$ cat src/design/image_color_alpha_statistics_assert.svh
// ----------------------------------------------------------------------------
// Assertion macros
// Shared concurrent assertion forms, clocked on clk and idle in reset.
// ----------------------------------------------------------------------------
`ifndef IMAGE_COLOR_ALPHA_STATISTICS_ASSERT_SVH
`define IMAGE_COLOR_ALPHA_STATISTICS_ASSERT_SVH

// same-cycle implication
`define ICAS_ASSERT_NOW(label, ante, cons, msg) \
  label: assert property (@(posedge clk) disable iff (rst) (ante) |-> (cons)) \
    else $error(msg);

// next-cycle implication
`define ICAS_ASSERT_NEXT(label, ante, cons, msg) \
  label: assert property (@(posedge clk) disable iff (rst) (ante) |=> (cons)) \
    else $error(msg);

`endif

$ cat src/design/icas_pkg.sv
// ----------------------------------------------------------------------------
// icas_pkg
// Types and constants shared by the color and alpha statistics block.
// ----------------------------------------------------------------------------
package icas_pkg;

  localparam int COLOR_CAPACITY_DEF = 4096;
  localparam int PALETTE_DEPTH_DEF  = 256;
  localparam int QDEPTH             = 4;
  localparam int COUNT_FIELD_MAX    = 8191;

  localparam logic CMD_PALETTE = 1'b0;
  localparam logic CMD_PIXEL   = 1'b1;

  typedef enum logic [2:0] {
    FMT_RGBA8888 = 3'd0,
    FMT_RGB888   = 3'd1,
    FMT_RGB555   = 3'd2,
    FMT_RGB565   = 3'd3,
    FMT_RGBA1555 = 3'd4,
    FMT_INDEXED8 = 3'd5,
    FMT_INDEXED4 = 3'd6,
    FMT_UNUSED   = 3'd7
  } fmt_t;

  typedef enum logic [1:0] {
    ASRC_NONE,
    ASRC_DIRECT,
    ASRC_PAL
  } asrc_t;

  // one unit of work for the back end
  typedef struct packed {
    logic        wr_pal;
    logic        has_key;
    logic [31:0] key;
    asrc_t       asrc;
    logic [7:0]  aval;
    logic [7:0]  pidx;
    logic        last;
    logic        fmt_alpha;
  } op_t;

  typedef struct packed {
    logic full;
    logic empty;
  } q_stat_t;

  typedef enum logic [2:0] {
    ST_INIT,
    ST_IDLE,
    ST_LOOK,
    ST_EMIT,
    ST_CLEAR
  } bstate_t;

endpackage

$ cat src/design/icas_queue.sv
// ----------------------------------------------------------------------------
// icas_queue
// Short operation queue between the front and back ends.
// ----------------------------------------------------------------------------
module icas_queue (
  input  logic               clk,
  input  logic               rst,
  input  logic               push,
  input  icas_pkg::op_t      push_op,
  input  logic               pop,
  output icas_pkg::op_t      head,
  output icas_pkg::q_stat_t  q_stat
);
  import icas_pkg::*;

  localparam int QAW = $clog2(QDEPTH);

  op_t              slots [QDEPTH];
  logic [QAW-1:0]   wp;
  logic [QAW-1:0]   rp;
  logic [QAW:0]     cnt;
  logic             do_push;
  logic             do_pop;

  assign q_stat.full  = (cnt == (QAW+1)'(QDEPTH));
  assign q_stat.empty = (cnt == '0);
  assign do_push      = push && !q_stat.full;
  assign do_pop       = pop && !q_stat.empty;
  assign head         = slots[rp];

  // pointers and fill level
  always_ff @(posedge clk) begin
    if (rst) begin
      wp  <= '0;
      rp  <= '0;
      cnt <= '0;
    end else begin
      if (do_push) begin
        wp <= wp + 1'b1;
      end
      if (do_pop) begin
        rp <= rp + 1'b1;
      end
      case ({do_push, do_pop})
        2'b10:   cnt <= cnt + 1'b1;
        2'b01:   cnt <= cnt - 1'b1;
        default: cnt <= cnt;
      endcase
    end
  end

  always_ff @(posedge clk) begin
    if (do_push) begin
      slots[wp] <= push_op;
    end
  end

endmodule

$ cat config.mk
export PLATFORM = sky130hd
export DESIGN_NAME = icas_queue
export DESIGN_NICKNAME = d
export VERILOG_FILES = /design/src/design/image_color_alpha_statistics_assert.svh /design/src/design/icas_pkg.sv /design/src/design/icas_queue.sv
export SDC_FILE = /design/constraint.sdc
export NUM_CORES = 1
export LEC_CHECK = 0
export ABC_CLOCK_PERIOD_IN_PS = 3600
export BUFFER_PORTS_ARGS = -buffer_cell sky130_fd_sc_hd__buf_2
export CAP_MARGIN = 40
export CORE_MARGIN = 2
export CORE_UTILIZATION = 51
export DETAILED_ROUTE_END_ITERATION = 7
export GPL_ROUTABILITY_DRIVEN = 0
export HOLD_SLACK_MARGIN = 0.03
export PLACE_DENSITY = 0.72
export SLEW_MARGIN = 20
export SYNTH_ARGS = -nofsm -noshare
export SYNTH_HDL_FRONTEND = slang
export SYNTH_SLANG_ARGS = --single-unit
export TNS_END_PERCENT = 20
$ cat constraint.sdc
create_clock -name clk -period 3.6 [get_ports clk]
set_clock_uncertainty 0.15 [all_clocks]
set_input_delay 0.9 -clock clk [delete_from_list [all_inputs] [get_ports clk]]
set_output_delay 0.9 -clock clk [all_outputs]
set_load 0.02 [all_outputs]
==> flow_metrics.tcl <==
set metrics [dict create \
    worst_path_max_delay_cell "sky130_fd_sc_hd__dfxtp_4" \
    die_width_um 132 \
    io_buffer_count 113 \
    maxClockFrequency_ghz 0.308 \
    crit_path_end_kind "output port" \
    multi_input_comb_area_um2 1500 \
    postRouteAntennaNets 0 \
    placeableCoreArea_um2 15900 \
    clockRootBuffer "sky130_fd_sc_hd__clkbuf_16" \
    initial_utilization_pct 52.3 \
    cts_hold_buf 0 \
    synth-seq-area-share_pct 80.0 \
    timing.hold.worst.start "rp[1]" \
    syn-num-nets 400 \
    preCtsSetupSlack_ns 0.829 \
    synthTopCellsByArea "sky130_fd_sc_hd__edfxtp_1, sky130_fd_sc_hd__mux4_2, sky130_fd_sc_hd__dfxtp_1, sky130_fd_sc_hd__mux4_1, sky130_fd_sc_hd__buf_12" \
    max-vdd-ir-drop_uv 339 \
    grt_use_total_pct 16.7 \
    count_of_unique_library_cells_instantiated_by_yosys 24 \
    slew_viol_final 0 \
    overflow 0 \
    finalHoldViolations 0 \
    syn_area_per_cell_um2 24.8 \
    drt-vias-per-instance 5.35 \
    netlist_area_um2 8330 \
    most-common-layout-cells "sky130_fd_sc_hd__edfxtp_1, sky130_fd_sc_hd__buf_2, sky130_fd_sc_hd__mux4_2" \
    setup.reg_to_reg.worst_slack_ns 1.24 \
    floorplan.rows 46 \
    yosys.area.top_type "sky130_fd_sc_hd__edfxtp_1" \
    worst_hold_path.num_cells 2 \
    setup_total_negative_slack_ns 0 \
    detail_route.wirelength_um 14200 \
    cts_tree "yes" \
    utilization_pct 62.7 \
    cts.path.max_buffers 3 \
    rsz0062_at_grt "false" \
    r2r_end "cnt[2]" \
    gate_count_post_synth 336 \
    synth_top_area_share_pct 77.8 \
    proportion_of_layout_cells_with_a_drive_suffix_above_1_pct 43.6 \
    arrival_time_at_the_worst_endpoint_ns 2.20 \
    area.sequential_um2 6670 \
    post_dp_cell_area_um2 9200 \
    cellLeakagePower_nw 3.40 \
    detailed_placement_wirelength_estimate_um 8780 \
    post_layout_nonfiller_instances 709 \
    cts_made_buffers 23 \
    max_stage_delay_ns 0.66 \
    pin_count 114 \
    layout.cell_area.non_filler_um2 9990 \
    fillers 1119 \
    number_of_antenna_violations_at_the_first_check_in_global_routing 3 \
    crit_chain "buf_4, mux4_2, buf_2" \
    drt_first_pass_iters 4 \
    detail_route.iter0.violations 247 \
    ys_seq_elements 225 \
    layout-area-overhead-vs-synth_pct 19.9 \
    clock-sinks 225 \
    synth_warnings 0 \
    pin_count_of_the_biggest_net_entering_global_routing 55 \
    worstSkewPairLatency_ns 0.50 \
    chipHeight_um 132 \
    layout_net_count 538 \
    pwr_density_cell_nw_per_um2 742 \
    max_cap_violations 0 \
    path_max_fanout 23 \
    grt_pass1_vias 4098 \
    worstHoldPathType "reg -> reg" \
    timing.setup.critical_path_class "reg -> out" \
    outcome "complete, no violations" \
    place.detailed.instances 665 \
    timing_worst_slew_pin_value_ns 0.561 \
    mostFrequentLayoutCell "sky130_fd_sc_hd__edfxtp_1" \
    min_period_over_period_pct 90.2 \
    clk_transition_reported_paths_ns 0.06 \
    cp.required_ns 2.55 \
    final.min_clock_period_ns 3.25 \
    timing.max_slew.rel_slack_pct 62.6 \
    post-cts-setup-buffers 0 \
    drt-wirelength-per-cell_um 20.0 \
    drc 0 \
    setup_slack_ns 0.354 \
    grt_first_pass_wirelength_um 22300 \
    r2r_worst_path_depth 9 \
    die_area_um2 17400 \
    postCtsResizedCells 0 \
    report.power.total_mw 7.41 \
    fin_worst_hold_slack_ns 0.351 \
    setup_viol_count_final 0 \
    routed-via-count 3796 \
    rr_startpoint "cnt[2]" \
    cts_htree_levels 1 \
    cp-start-kind "flop" \
]
-- registers in the layout (all words and copies together), names as in the netlist, named ones only --
register and cells:
cnt 3, rp 2, slots 216, wp 2
-- cell type report --
type	count	area share, %
diodes	2	0.0501
clock inverters	13	1.92
well taps	216	2.71
multi-input cells	90	15.0
repair buffers	126	7.26
clock buffers	29	5.99
flip-flops and latches	225	66.8
inverters	8	0.301
-- kinds of logic (layout without fill, tap and decap cells) --
kind of cell    count (synthesis)  count (layout)  share of synthesized area (%)
buf+inv                        21             176                           2.10
compound gates                  8               8                          0.510
fa+ha+maj                       6               6                          0.991
other cells                     0               2                              0
mux                            55              55                           14.9
flops                         225             225                           80.0
simple gates                   18              18                           1.20
xor+xnor                        3               3                          0.315
-- power breakdown --
group	switching [mW]	internal [mW]
Clock	0.906	1.54
Combinational	0.932	0.766
Sequential	0.138	3.13
-- critical path: cells and delay by family (launching register included) --
| kind | cells | cell delay [ns] |
|---|---|---|
| DFF | 1 | 0.66 |
| muxes | 1 | 0.53 |
| buffers and inverters | 2 | 0.50 |
-- layer usage --
metal | global-route usage [%] | vias up | share of wire [%] | wire length (um)
li1 | - | 1712 | - | -
met1 | 22.0 | 1940 | 42 | 5940
met2 | 28.0 | 114 | 50 | 7080
met3 | 4.04 | 28 | 6.3 | 893
met4 | 4.95 | 2 | 1.9 | 269
met5 | 0 | - | 0.092 | 13
-- worst max path at each step --
stage               from           to  slack, ns
global route        flop     head[10]       0.24
finish              flop     head[46]       0.35
global placement    flop      head[4]       0.85
detailed placement  push  slots[1][9]       0.83
floorplan           push  slots[0][0]       0.52
CTS                 flop     head[16]       0.30
-- Yosys cell counts --
cell / number
sky130_fd_sc_hd__edfxtp_1: 216
sky130_fd_sc_hd__mux4_2: 50
sky130_fd_sc_hd__dfxtp_1: 9
sky130_fd_sc_hd__inv_1: 8
sky130_fd_sc_hd__nor2_1: 6
sky130_fd_sc_hd__buf_12: 5
sky130_fd_sc_hd__buf_2: 5
sky130_fd_sc_hd__ha_1: 5
sky130_fd_sc_hd__a21oi_1: 4
sky130_fd_sc_hd__and2_1: 4
sky130_fd_sc_hd__mux4_1: 4
sky130_fd_sc_hd__o21ai_0: 3
sky130_fd_sc_hd__or3_1: 3
sky130_fd_sc_hd__xor2_1: 3
sky130_fd_sc_hd__nand2b_1: 2
sky130_fd_sc_hd__buf_1: 1
sky130_fd_sc_hd__buf_6: 1
sky130_fd_sc_hd__clkbuf_2: 1
sky130_fd_sc_hd__fa_1: 1
sky130_fd_sc_hd__mux2i_1: 1
sky130_fd_sc_hd__nand2_1: 1
sky130_fd_sc_hd__nor3_1: 1
sky130_fd_sc_hd__nor3b_2: 1
sky130_fd_sc_hd__o31ai_1: 1
Power figures use the tool's default switching activity.
