**config.mk**
```make
export PLATFORM = sky130hd
export DESIGN_NAME = icas_front
export DESIGN_NICKNAME = d
export VERILOG_FILES = /design/src/design/image_color_alpha_statistics_assert.svh /design/src/design/icas_pkg.sv /design/src/design/icas_front.sv
export SDC_FILE = /design/constraint.sdc
export NUM_CORES = 1
export LEC_CHECK = 0
export BUFFER_PORTS_ARGS = -buffer_cell sky130_fd_sc_hd__buf_2
export CORE_UTILIZATION = 30
export DETAILED_ROUTE_END_ITERATION = 10
export HOLD_SLACK_MARGIN = 0.1
export PLACE_DENSITY = 0.78
export SETUP_SLACK_MARGIN = 0.1
export SLEW_MARGIN = 20
export SYNTH_ARGS = -nofsm -noshare
export SYNTH_HDL_FRONTEND = slang
export SYNTH_SLANG_ARGS = --single-unit
```
**constraint.sdc**
```tcl
create_clock -name clk -period 1.7 [get_ports clk]
set_clock_uncertainty 0.1 [all_clocks]
set_input_delay 0 -clock clk [delete_from_list [all_inputs] [get_ports clk]]
set_output_delay 0 -clock clk [all_outputs]
set_load 0.005 [all_outputs]
```
**src/design/image_color_alpha_statistics_assert.svh**
```systemverilog
// ----------------------------------------------------------------------------
// Assertion macros
// Shared concurrent assertion forms, clocked on clk and idle in reset.
// ----------------------------------------------------------------------------
`ifndef IMAGE_COLOR_ALPHA_STATISTICS_ASSERT_SVH
`define IMAGE_COLOR_ALPHA_STATISTICS_ASSERT_SVH

// same-cycle implication
`define ICAS_ASSERT_NOW(label, ante, cons, msg) \
  label: assert property (@(posedge clk) disable iff (rst) (ante) |-> (cons)) \
    else $error(msg);

// next-cycle implication
`define ICAS_ASSERT_NEXT(label, ante, cons, msg) \
  label: assert property (@(posedge clk) disable iff (rst) (ante) |=> (cons)) \
    else $error(msg);

`endif

```
**src/design/icas_pkg.sv**
```systemverilog
// ----------------------------------------------------------------------------
// icas_pkg
// Types and constants shared by the color and alpha statistics block.
// ----------------------------------------------------------------------------
package icas_pkg;

  localparam int COLOR_CAPACITY_DEF = 4096;
  localparam int PALETTE_DEPTH_DEF  = 256;
  localparam int QDEPTH             = 4;
  localparam int COUNT_FIELD_MAX    = 8191;

  localparam logic CMD_PALETTE = 1'b0;
  localparam logic CMD_PIXEL   = 1'b1;

  typedef enum logic [2:0] {
    FMT_RGBA8888 = 3'd0,
    FMT_RGB888   = 3'd1,
    FMT_RGB555   = 3'd2,
    FMT_RGB565   = 3'd3,
    FMT_RGBA1555 = 3'd4,
    FMT_INDEXED8 = 3'd5,
    FMT_INDEXED4 = 3'd6,
    FMT_UNUSED   = 3'd7
  } fmt_t;

  typedef enum logic [1:0] {
    ASRC_NONE,
    ASRC_DIRECT,
    ASRC_PAL
  } asrc_t;

  // one unit of work for the back end
  typedef struct packed {
    logic        wr_pal;
    logic        has_key;
    logic [31:0] key;
    asrc_t       asrc;
    logic [7:0]  aval;
    logic [7:0]  pidx;
    logic        last;
    logic        fmt_alpha;
  } op_t;

  typedef struct packed {
    logic full;
    logic empty;
  } q_stat_t;

  typedef enum logic [2:0] {
    ST_INIT,
    ST_IDLE,
    ST_LOOK,
    ST_EMIT,
    ST_CLEAR
  } bstate_t;

endpackage

```
**src/design/icas_front.sv**
```systemverilog
// ----------------------------------------------------------------------------
// icas_front
// Accepts input transactions and turns them into back-end operations.
// ----------------------------------------------------------------------------
module icas_front (
  input  logic               clk,
  input  logic               rst,
  input  icas_pkg::fmt_t     pixel_format,
  input  logic               in_valid,
  output logic               in_ready,
  input  logic               command,
  input  logic [31:0]        pixel_word,
  input  logic [7:0]         palette_index,
  input  logic [7:0]         palette_alpha,
  input  logic               frame_end,
  input  icas_pkg::q_stat_t  q_stat,
  output logic               push,
  output icas_pkg::op_t      push_op
);
  import icas_pkg::*;

  logic pend;
  op_t  pend_op;
  op_t  op;
  op_t  hi_op;
  logic fmt_alpha;
  logic take;

  assign fmt_alpha = pixel_format inside {FMT_RGBA8888, FMT_RGBA1555,
                                          FMT_INDEXED8, FMT_INDEXED4};

  // classify the incoming transaction
  always_comb begin
    op           = '0;
    op.asrc      = ASRC_NONE;
    op.fmt_alpha = fmt_alpha;
    hi_op        = '0;
    hi_op.asrc   = ASRC_NONE;
    if (command == CMD_PALETTE) begin
      op.wr_pal = 1'b1;
      op.pidx   = palette_index;
      op.aval   = palette_alpha;
    end else begin
      op.last = frame_end;
      case (pixel_format)
        FMT_RGBA8888: begin
          op.has_key = 1'b1;
          op.key     = pixel_word;
          op.asrc    = ASRC_DIRECT;
          op.aval    = pixel_word[31:24];
        end
        FMT_RGB888: begin
          op.has_key = 1'b1;
          op.key     = {8'h00, pixel_word[23:0]};
        end
        FMT_RGB555, FMT_RGB565: begin
          op.has_key = 1'b1;
          op.key     = {16'h0000, pixel_word[15:0]};
        end
        FMT_RGBA1555: begin
          op.has_key = 1'b1;
          op.key     = {16'h0000, pixel_word[15:0]};
          op.asrc    = ASRC_DIRECT;
          op.aval    = pixel_word[15] ? 8'hff : 8'h00;
        end
        FMT_INDEXED8: begin
          op.has_key = 1'b1;
          op.key     = {24'h000000, pixel_word[7:0]};
          op.asrc    = ASRC_PAL;
          op.pidx    = pixel_word[7:0];
        end
        FMT_INDEXED4: begin
          op.has_key = 1'b1;
          op.key     = {28'h0000000, pixel_word[3:0]};
          op.asrc    = ASRC_PAL;
          op.pidx    = {4'h0, pixel_word[3:0]};
          op.last    = 1'b0;
        end
        default: begin
          op.has_key = 1'b0;
        end
      endcase
    end
    // second nibble of an indexed4 byte
    hi_op.has_key   = 1'b1;
    hi_op.key       = {28'h0000000, pixel_word[7:4]};
    hi_op.asrc      = ASRC_PAL;
    hi_op.pidx      = {4'h0, pixel_word[7:4]};
    hi_op.last      = frame_end;
    hi_op.fmt_alpha = fmt_alpha;
  end

  assign in_ready = !pend && !q_stat.full;
  assign take     = in_valid && in_ready;
  assign push     = pend ? !q_stat.full : take;
  assign push_op  = pend ? pend_op : op;

  // split state for two-pixel bytes
  always_ff @(posedge clk) begin
    if (rst) begin
      pend <= 1'b0;
    end else if (pend) begin
      if (!q_stat.full) begin
        pend <= 1'b0;
      end
    end else if (take && command == CMD_PIXEL && pixel_format == FMT_INDEXED4) begin
      pend <= 1'b1;
    end
  end

  always_ff @(posedge clk) begin
    if (take) begin
      pend_op <= hi_op;
    end
  end

endmodule

```
==> flow_summary.yaml, run 1 <==
sta:
  rsz0062_at_grt: "yes"
  whs_ns: 0.123
  slew-limit-headroom_pct: 79.5
  finalSetupViolations: 0
  timing.final.crit_share_pct: 92.4
  tns_ns: 0
  finalHoldViolCount: 0
  tightest_slew_ns: 0.305
  fin_ws_ns: 0.129
  drv_slew: 0
  fmax_mhz: 636
  period_minus_slack_ns: 1.57
routing:
  wirelength_um: 3140
  num_vias: 1281
  first_pass_iters: 4
  via_per_inst: 4.73
  post_drt_wl_per_cell_um: 11.6
  drc_errors: 0
  drt-initial-drc-count: 45
  ant_nets: 0
cells_and_area:
  antenna_cells: 0
  final_common_cell: "buf_2"
  mostFrequentLayoutCells: "buf_2, and2_1, a221o_2, dlygate4sd3_1, nor2_1"
  syn_to_final_growth_pct: 77.2
  drive_gt1_share_pct: 64.2
  nets: 288
  final-seq-area_um2: 204
  multiInputGateArea_um2: 683
  nFillCells: 265
grt:
  grt_max_degree: 17
  grt_use_total_pct: 17.7
  grt.overflow.total: 0
  use_met3_pct: 2.23
  grt_pass1_wl_um: 4730
  use_met2_pct: 33.7
  antenna_found_initial: 0
  grt_pass1_vias: 1105
  busiest_layer: "met2"
  use_met1_pct: 20.2
setup_path:
  crit_required_ns: 1.60
  cp_top_family: "flip-flops"
  crit_path_cell_trace: "nand2b_4 -> nor4_4 -> buf_12 -> a221o_2 -> buf_2"
  crit_arrival_ns: 1.47
  cp_num_buf_inv: 2
  cp_slowest_stage_delay_ns: 0.37
  critical_path_class: "flop to primary output"
  setup.worst_path.end_class: "primary output"
  crit_fanout: 16
  cp_slowest_cell: "dfxtp_4"
  cp-start-kind: "flop"
placement:
  gp_congestion: 0.746
  hpwlAfterDp_um: 2560
  post-place-ws_ns: 0.264
  io_buffers: 112
clock_network:
  h-tree-depth: 1
  clock_latency_ns: 0.26
  clockBufferDepth: 2
  cts_buffers: 3
  cts_sinks: 7
  tritoncts: "built"
  clock-root-buffer: "clkbuf_4"
  clkSlewWorstSetupHoldPaths_ns: 0.05
logic_synthesis:
  syn_avg_cell_area_um2: 8.74
  ys.flop_type: "edfxtp_1"
  synthArstFlopShare_pct: 0
  synth_top_area_share_pct: 19.1
  yosysWarningCount: 0
  synth_largest_area_cell: "edfxtp_1"
  yosysSeqAreaShare_pct: 21.2
  postSynthCellCount: 108
  synth_edf_count: 6
  synth_cell_types: 33
  synth.area.top_cells: "edfxtp_1, and2_1, a221o_2"
  syn-num-nets: 166
  syn-cell-area_um2: 943
  ys_seq_elements: 7
power:
  p_leak_nw: 0.941
  ir_drop_uv: 342
  finalPower_w: 0.000642
  power_density_nw_per_um2: 384
die:
  io_pins: 114
  initial_core_util_pct: 32.8
  core-area_um2: 2880
  die-height_um: 58.1
  rows: 19
  die_area_um2: 3370
  die-width_um: 58.1
worst_hold_path:
  worstHoldPathType: "input port to flop"
status:
  status: "finished clean"
run:
  cap_violations: 0
[where the power goes]
part	switching, W	total (W)	internal (W)
combinational	0.000126	0.000292	0.000166
sequential	0.00000167	0.000195	0.000193
clock	0.0000651	0.000155	0.0000898
total	0.000192	0.000642	0.000449
[flip-flops by register name, summed over array words and instances, names as in the netlist]
name	cells
pend_op	6
pend	1
[kinds of logic after synthesis]
group | Yosys count | synth area share (%)
xor gates and xnor gates | 1 | 0.929
AOI/OAI and AO/OA | 27 | 23.9
muxes | 1 | 1.19
buffers and inverters | 11 | 8.75
and+or+nand+nor | 60 | 42.8
DFF | 7 | 21.2
adders and majority gates | 1 | 1.19
[cell type report]
type,count,area share (%)
repair buffers,126,41.8
flip-flops and latches,7,12.2
multi-input cells,90,40.9
well taps,42,3.14
inverters,2,0.449
clock buffers,4,1.57
[cells in the mapped netlist, types with 2 or more instances]
library cell	n
a221o_1	4
buf_4	5
a21o_1	5
inv_1	2
nand2_1	4
a21oi_1	6
nor2_1	8
edfxtp_1	6
a221o_2	8
and2_2	5
buf_6	3
nor2b_1	5
and2_1	27
[path summary, 6_finish.rpt]
path / from / end / slack [ns] / cells past startpoint
max: pend$_SDFF_PP0_ / push_op[14] / 0.13 / 5
min: pixel_format[0] / pend$_SDFF_PP0_ / 0.12 / 3
max reg2reg: pend$_SDFF_PP0_ / pend$_SDFF_PP0_ / 0.37 / 5
min reg2reg: pend$_SDFF_PP0_ / pend$_SDFF_PP0_ / 0.57 / 3
[worst reg2reg max path: cells and delay by family (launching register included)]
| family | cells | cell delay [ns] |
|---|---|---|
| compound gates | 1 | 0.14 |
| flops | 1 | 0.36 |
| buf+inv | 2 | 0.36 |
| simple gates | 2 | 0.30 |
[what timing repair did]
action                                 in CTS  in global routing
setup buffers                               2                  0
pin swaps                                   1                  0
gates resized for setup                     4                  4
endpoints found under the hold margin       6                  0
setup endpoints to repair                  12                 34
hold buffers                                8                  0
[routing by layer]
layer	up-vias	share of wire, %
met2	70	52
li1	634	-
met4	0	0.80
met1	575	39
met3	2	7.8
met5	-	0
[metrics by stage]
stage,cells,area [µm²],utilization [%]
final,271,1670,58.1
after global routing,271,1670,58.1
after CTS,271,1660,57.5
after detailed placement,258,1520,52.8
after global placement,258,1520,52.8
after floorplan,108,943,-
No activity file was read; power rests on OpenSTA's default activity.
==> run 2, diff against run 1 <==
--- a/config.mk
+++ b/config.mk
@@ -7,6 +7,7 @@
 export LEC_CHECK = 0
 export BUFFER_PORTS_ARGS = -buffer_cell sky130_fd_sc_hd__buf_2
 export CORE_UTILIZATION = 30
+export CTS_BUF_LIST = sky130_fd_sc_hd__clkbuf_8
 export DETAILED_ROUTE_END_ITERATION = 10
 export HOLD_SLACK_MARGIN = 0.1
 export PLACE_DENSITY = 0.78
==> run 2 against run 1 <==
Net effect:
- first-iteration DRC count grew 18%
- combinational power down 1%
- maximum frequency is 2.2% higher
- global-route usage grew 0.33 points
- core utilization about the same
- wire length is 0.32% lower
- via count down 0.47%
- die area unchanged
- total power up 11%
- register-to-register slack about the same
- sequential power barely moved
- largest cell class unchanged
==> flow_summary.yaml, run 2 (synthesis gave the netlist of run 1 again) <==
placement:
  dp.cells: 258
  gp_congestion: 0.746
  io_buffers: 112
  place_area_um2: 1520
  hpwlAfterDp_um: 2560
  post-place-ws_ns: 0.264
clock_network:
  clkSlewWorstSetupHoldPaths_ns: 0.04
  clockBufferDepth: 2
  tritoncts: "built"
  clock_latency_ns: 0.23
  h-tree-depth: 1
  cts_sinks: 7
  cts_buffers: 3
  clock-root-buffer: "clkbuf_8"
die:
  rows: 19
  die-height_um: 58.1
  initial_core_util_pct: 32.8
  core-area_um2: 2880
  die-width_um: 58.1
  io_pins: 114
  die_area_um2: 3370
grt:
  grt.overflow.total: 0
  use_met2_pct: 33.7
  grt_pass1_vias: 1102
  use_met3_pct: 2.68
  use_met1_pct: 20.8
  busiest_layer: "met2"
  grt_max_degree: 17
  antenna_found_initial: 0
  grt_pass1_wl_um: 4770
  grt_use_total_pct: 18.0
power:
  ir_drop_uv: 334
  power_density_nw_per_um2: 426
  pwr-share-comb_pct: 40.4
  switchingPower_w: 0.000198
  clkPwrFrac_pct: 32.1
  p_leak_nw: 0.949
  switching_share_pct: 27.8
  p_int_w: 0.000514
  pwr-share-seq_pct: 27.5
sta:
  rsz0062_at_grt: "yes"
  timing.final.crit_share_pct: 90.4
  drv_slew: 0
  slew-limit-headroom_pct: 80.6
  finalHoldViolCount: 0
  finalSetupViolations: 0
  tns_ns: 0
  period_minus_slack_ns: 1.54
  tightest_slew_ns: 0.289
  fin_ws_ns: 0.163
  fmax_mhz: 651
routing:
  post_drt_wl_per_cell_um: 11.6
  via_per_inst: 4.70
  wirelength_um: 3130
  ant_nets: 0
  drt-initial-drc-count: 53
  num_vias: 1275
  first_pass_iters: 4
  drc_errors: 0
cells_and_area:
  drive_gt1_share_pct: 63.8
  largest_reg_flops: 6
  final_common_cell: "buf_2"
  fin_area_um2: 1670
  syn_to_final_growth_pct: 77.3
  antenna_cells: 0
  final_util_pct: 58.2
  fin_cells: 271
  nets: 288
  mostFrequentLayoutCells: "buf_2, and2_1, a221o_2, dlygate4sd3_1, nor2_1"
  largestRegisters: "pend_op (6), pend (1)"
  top_register: "pend_op"
setup_path:
  rr_worst_depth: 5
  setup.worst_path.end_class: "primary output"
  reg2reg_from: "pend$_SDFF_PP0_"
  crit_required_ns: 1.60
  rrSetupSlack_ns: 0.36
  r2r-end: "pend$_SDFF_PP0_"
  crit_fanout: 16
  cp-start-kind: "flop"
  crit_arrival_ns: 1.44
  critical_path_class: "flop to primary output"
run:
  cap_violations: 0
status:
  status: "finished clean"
worst_hold_path:
  hp-start: "pixel_format[0]"
  worstHoldPathType: "input port to flop"
  hold_path_end: "pend$_SDFF_PP0_"
  hold_path_depth: 3
run 2: cell types whose count changed in the layout (fill, tap and decap cells not counted), sizes merged:
| cell | before | now |
|---|---|---|
| clkbuf | 4 | 3 |
| inv | 2 | 3 |
run 2: layout make-up:
| cell class | instances | area (µm²) |
|---|---|---|
| fillers | 266 | 1200 |
| multi-input cells | 90 | 674 |
| clock inverters | 1 | 3.75 |
| well taps | 42 | 52.6 |
| repair buffers | 126 | 689 |
| clock buffers | 3 | 41.3 |
| flip-flops and latches | 7 | 204 |
| inverters | 2 | 7.51 |
run 2: power by group through the flow:
stage | Combinational [W] | Sequential [W] | Clock [W]
after floorplan | 0.000133 | 0.000199 | 0
after global placement | 0.000267 | 0.000199 | 0
after detailed placement | 0.000270 | 0.000200 | 0
after CTS | 0.000287 | 0.000197 | 0.000234
after global routing | 0.000316 | 0.000196 | 0.000244
final | 0.000288 | 0.000195 | 0.000229
run 2: worst max path at each step:
stage,from,endpoint,slack (ns),depth (start not counted)
final,pend$_SDFF_PP0_,push_op[14],0.16,5
after global routing,pend$_SDFF_PP0_,push_op[23],0.09,5
after CTS,pend$_SDFF_PP0_,push_op[5],0.11,4
after detailed placement,pend$_SDFF_PP0_,push_op[14],0.26,5
after global placement,pend$_SDFF_PP0_,push_op[14],0.29,5
after floorplan,pend$_SDFF_PP0_,pend_op[0]$_DFFE_PP_,0.13,2
run 2: metal layers:
layer	routed length, µm	vias to the layer above
met1	1230	572
met3	238	5
met4	36	0
li1	-	632
met2	1630	66
met5	0	-
run 2: what timing repair did:
| action | 4_1_cts | 5_1_grt |
|---|---|---|
| hold endpoints to repair | 6 | 0 |
| pin swaps | 0 | 1 |
| gates cloned | 0 | 0 |
| resized for setup | 1 | 6 |
| hold buffers | 8 | 0 |
| setup endpoints to repair | 10 | 21 |
| setup buffers | 1 | 1 |
run 2: stage by stage:
step	total power [W]	hold slack (ns)
6_report	0.000712	0.143
3_3_place_gp	0.000466	0.0632
4_1_cts	0.000719	0.144
3_5_place_dp	0.000469	0.0665
5_1_grt	0.000756	0.182
2_1_floorplan	0.000332	-0.0731
run 2: critical path, stage by stage (launching register included):
cell and delay (ns):
dfxtp_4 0.36, nand2b_4 0.14, nor4_4 0.05, buf_6 0.15, a221o_2 0.38, buf_2 0.13
==> run 3, diff against run 2 <==
--- a/config.mk
+++ b/config.mk
@@ -6,11 +6,12 @@
 export NUM_CORES = 1
 export LEC_CHECK = 0
 export BUFFER_PORTS_ARGS = -buffer_cell sky130_fd_sc_hd__buf_2
+export CORE_MARGIN = 5
 export CORE_UTILIZATION = 30
 export CTS_BUF_LIST = sky130_fd_sc_hd__clkbuf_8
 export DETAILED_ROUTE_END_ITERATION = 10
 export HOLD_SLACK_MARGIN = 0.1
-export PLACE_DENSITY = 0.78
+export PLACE_DENSITY = 0.84
 export SETUP_SLACK_MARGIN = 0.1
 export SLEW_MARGIN = 20
 export SYNTH_ARGS = -nofsm -noshare
==> run 3 against run 2 <==
Net effect:
- sequential cell count did not move
- setup slack improved by 0.0063 ns
- sequential share of layout area rose by 0.052 points
- die area rose by 29%
- non-clock buffer count fell by 3
- critical path depth did not move
- highest routed layer is now met3
- clock power fell by 2%
- sequential power barely moved
==> flow_summary.yaml, run 3 (synthesis gave the netlist of run 1 again) <==
setup_path:
  cp_slowest_stage_delay_ns: 0.38
  crit_arrival_ns: 1.43
  cp-start-kind: "flop"
  critical_path_class: "flop to primary output"
  crit_required_ns: 1.60
  cp_top_family: "compound AO/OA/AOI/OAI gates"
  cp_slowest_cell: "a221o_2"
  crit_fanout: 16
  crit_path_cell_trace: "nand2b_4 -> nor4_4 -> buf_6 -> a221o_2 -> buf_2"
  cp_num_buf_inv: 2
  setup.worst_path.end_class: "primary output"
  reg2reg_from: "pend$_SDFF_PP0_"
  worstSetupStartpoint: "pend$_SDFF_PP0_"
status:
  status: "finished clean"
power:
  p_int_w: 0.000512
  switching_share_pct: 27.5
  power_density_nw_per_um2: 429
  p_leak_nw: 0.934
  ir_drop_uv: 366
  clkPwrFrac_pct: 31.9
  finalPower_w: 0.000706
  switchingPower_w: 0.000194
  pwr-share-comb_pct: 40.2
  pwr-share-seq_pct: 27.9
routing:
  drt-initial-drc-count: 9
  first_pass_iters: 4
  via_per_inst: 4.59
  wirelength_um: 3410
  num_vias: 1239
  drc_errors: 0
  ant_nets: 0
  post_drt_wl_per_cell_um: 12.6
die:
  die_area_um2: 4370
  die-height_um: 66.1
  core-area_um2: 3030
  initial_core_util_pct: 31.2
  die-width_um: 66.1
  rows: 20
  io_pins: 114
sta:
  finalHoldViolCount: 0
  tns_ns: 0
  timing.final.crit_share_pct: 90.0
  rsz0062_at_grt: "no"
  tightest_slew_ns: 0.331
  drv_slew: 0
  finalSetupViolations: 0
  fmax_mhz: 653
  period_minus_slack_ns: 1.53
  slew-limit-headroom_pct: 77.8
  whs_ns: 0.103
  fin_ws_ns: 0.169
clock_network:
  cts_sinks: 7
  tritoncts: "built"
  clock_latency_ns: 0.22
  clkSlewWorstSetupHoldPaths_ns: 0.04
  h-tree-depth: 1
  cts_buffers: 3
  clock-root-buffer: "clkbuf_8"
  clockBufferDepth: 2
placement:
  io_buffers: 112
  gp_congestion: 0.729
  hpwlAfterDp_um: 2820
  post-place-ws_ns: 0.290
cells_and_area:
  largestRegisters: "pend_op (6), pend (1)"
  mostFrequentLayoutCells: "buf_2, and2_1, nor2_1, a221o_2, dlygate4sd3_1"
  final_util_pct: 54.3
  top_register: "pend_op"
  largest_reg_flops: 6
  syn_to_final_growth_pct: 74.4
  final_common_cell: "buf_2"
  antenna_cells: 0
  drive_gt1_share_pct: 63.3
  nets: 285
grt:
  grt_pass1_vias: 1177
  antenna_found_initial: 0
  grt_pass1_wl_um: 5330
  grt_max_degree: 20
  grt.overflow.total: 0
  grt_use_total_pct: 15.0
run:
  cap_violations: 0
worst_hold_path:
  hp-start: "command"
  worstHoldPathType: "input port to flop"
==> run 3: changes by cell type in the layout (fill, tap and decap cells not counted) <==
cell,previous run,this run
buf_4,5,3
dfxtp_2,0,1
dfxtp_4,1,0
dlygate4sd3_1,8,7
nor2_1,7,8
nor2_2,1,0
==> run 3: repair_timing <==
action,in CTS,in global routing
buffers inserted,0,1
setup endpoints to repair,15,16
endpoints found under the hold margin,6,0
hold buffers,7,0
gates resized for setup,2,3
==> run 3: worst paths after layout <==
kind                     endpoint  slack, ns  cells past startpoint
setup / recovery      push_op[14]       0.17                      5
hold / removal    pend$_SDFF_PP0_       0.10                      3
setup reg to reg  pend$_SDFF_PP0_       0.35                      5
hold reg to reg   pend$_SDFF_PP0_       0.60                      3
==> run 3: worst min-delay path: cells and delay by family <==
kind                   cells  cell delay (ns)
buffers and inverters      1             0.19
AO/OA/AOI/OAI              1             0.06
AND/OR/NAND/NOR            1             0.13
==> run 3: layout make-up <==
cell class,instances,area [µm²]
Clock inverter,1,3.75
Inverter,2,7.51
Tap cell,44,55.1
Timing Repair Buffer,123,664
Sequential cell,7,201
Multi-Input combinational cell,90,672
Clock buffer,3,41.3
Fill cell,312,1380
==> run 3: layer usage <==
metal	vias to the layer above	GRT usage (%)	wire length [µm]
li1	626	-	-
met1	560	14.7	1230
met2	53	31.8	1850
met3	0	3.23	328
met4	0	2.28	0
met5	-	0	0
==> run 3: power by group through the flow <==
stage / combinational [W] / clock, W / sequential, W
after floorplan: 0.000133 / 0 / 0.000199
after global placement: 0.000264 / 0 / 0.000199
after detailed placement: 0.000270 / 0 / 0.000199
after CTS: 0.000283 / 0.000225 / 0.000197
after global routing: 0.000316 / 0.000236 / 0.000197
final: 0.000284 / 0.000225 / 0.000197
==> run 3: per-stage QoR <==
step           std cells  instance area (µm²)
2_1_floorplan        108                  943
3_3_place_gp         258                 1510
3_5_place_dp         258                 1510
4_1_cts              269                 1630
5_1_grt              270                 1650
6_report             270                 1650
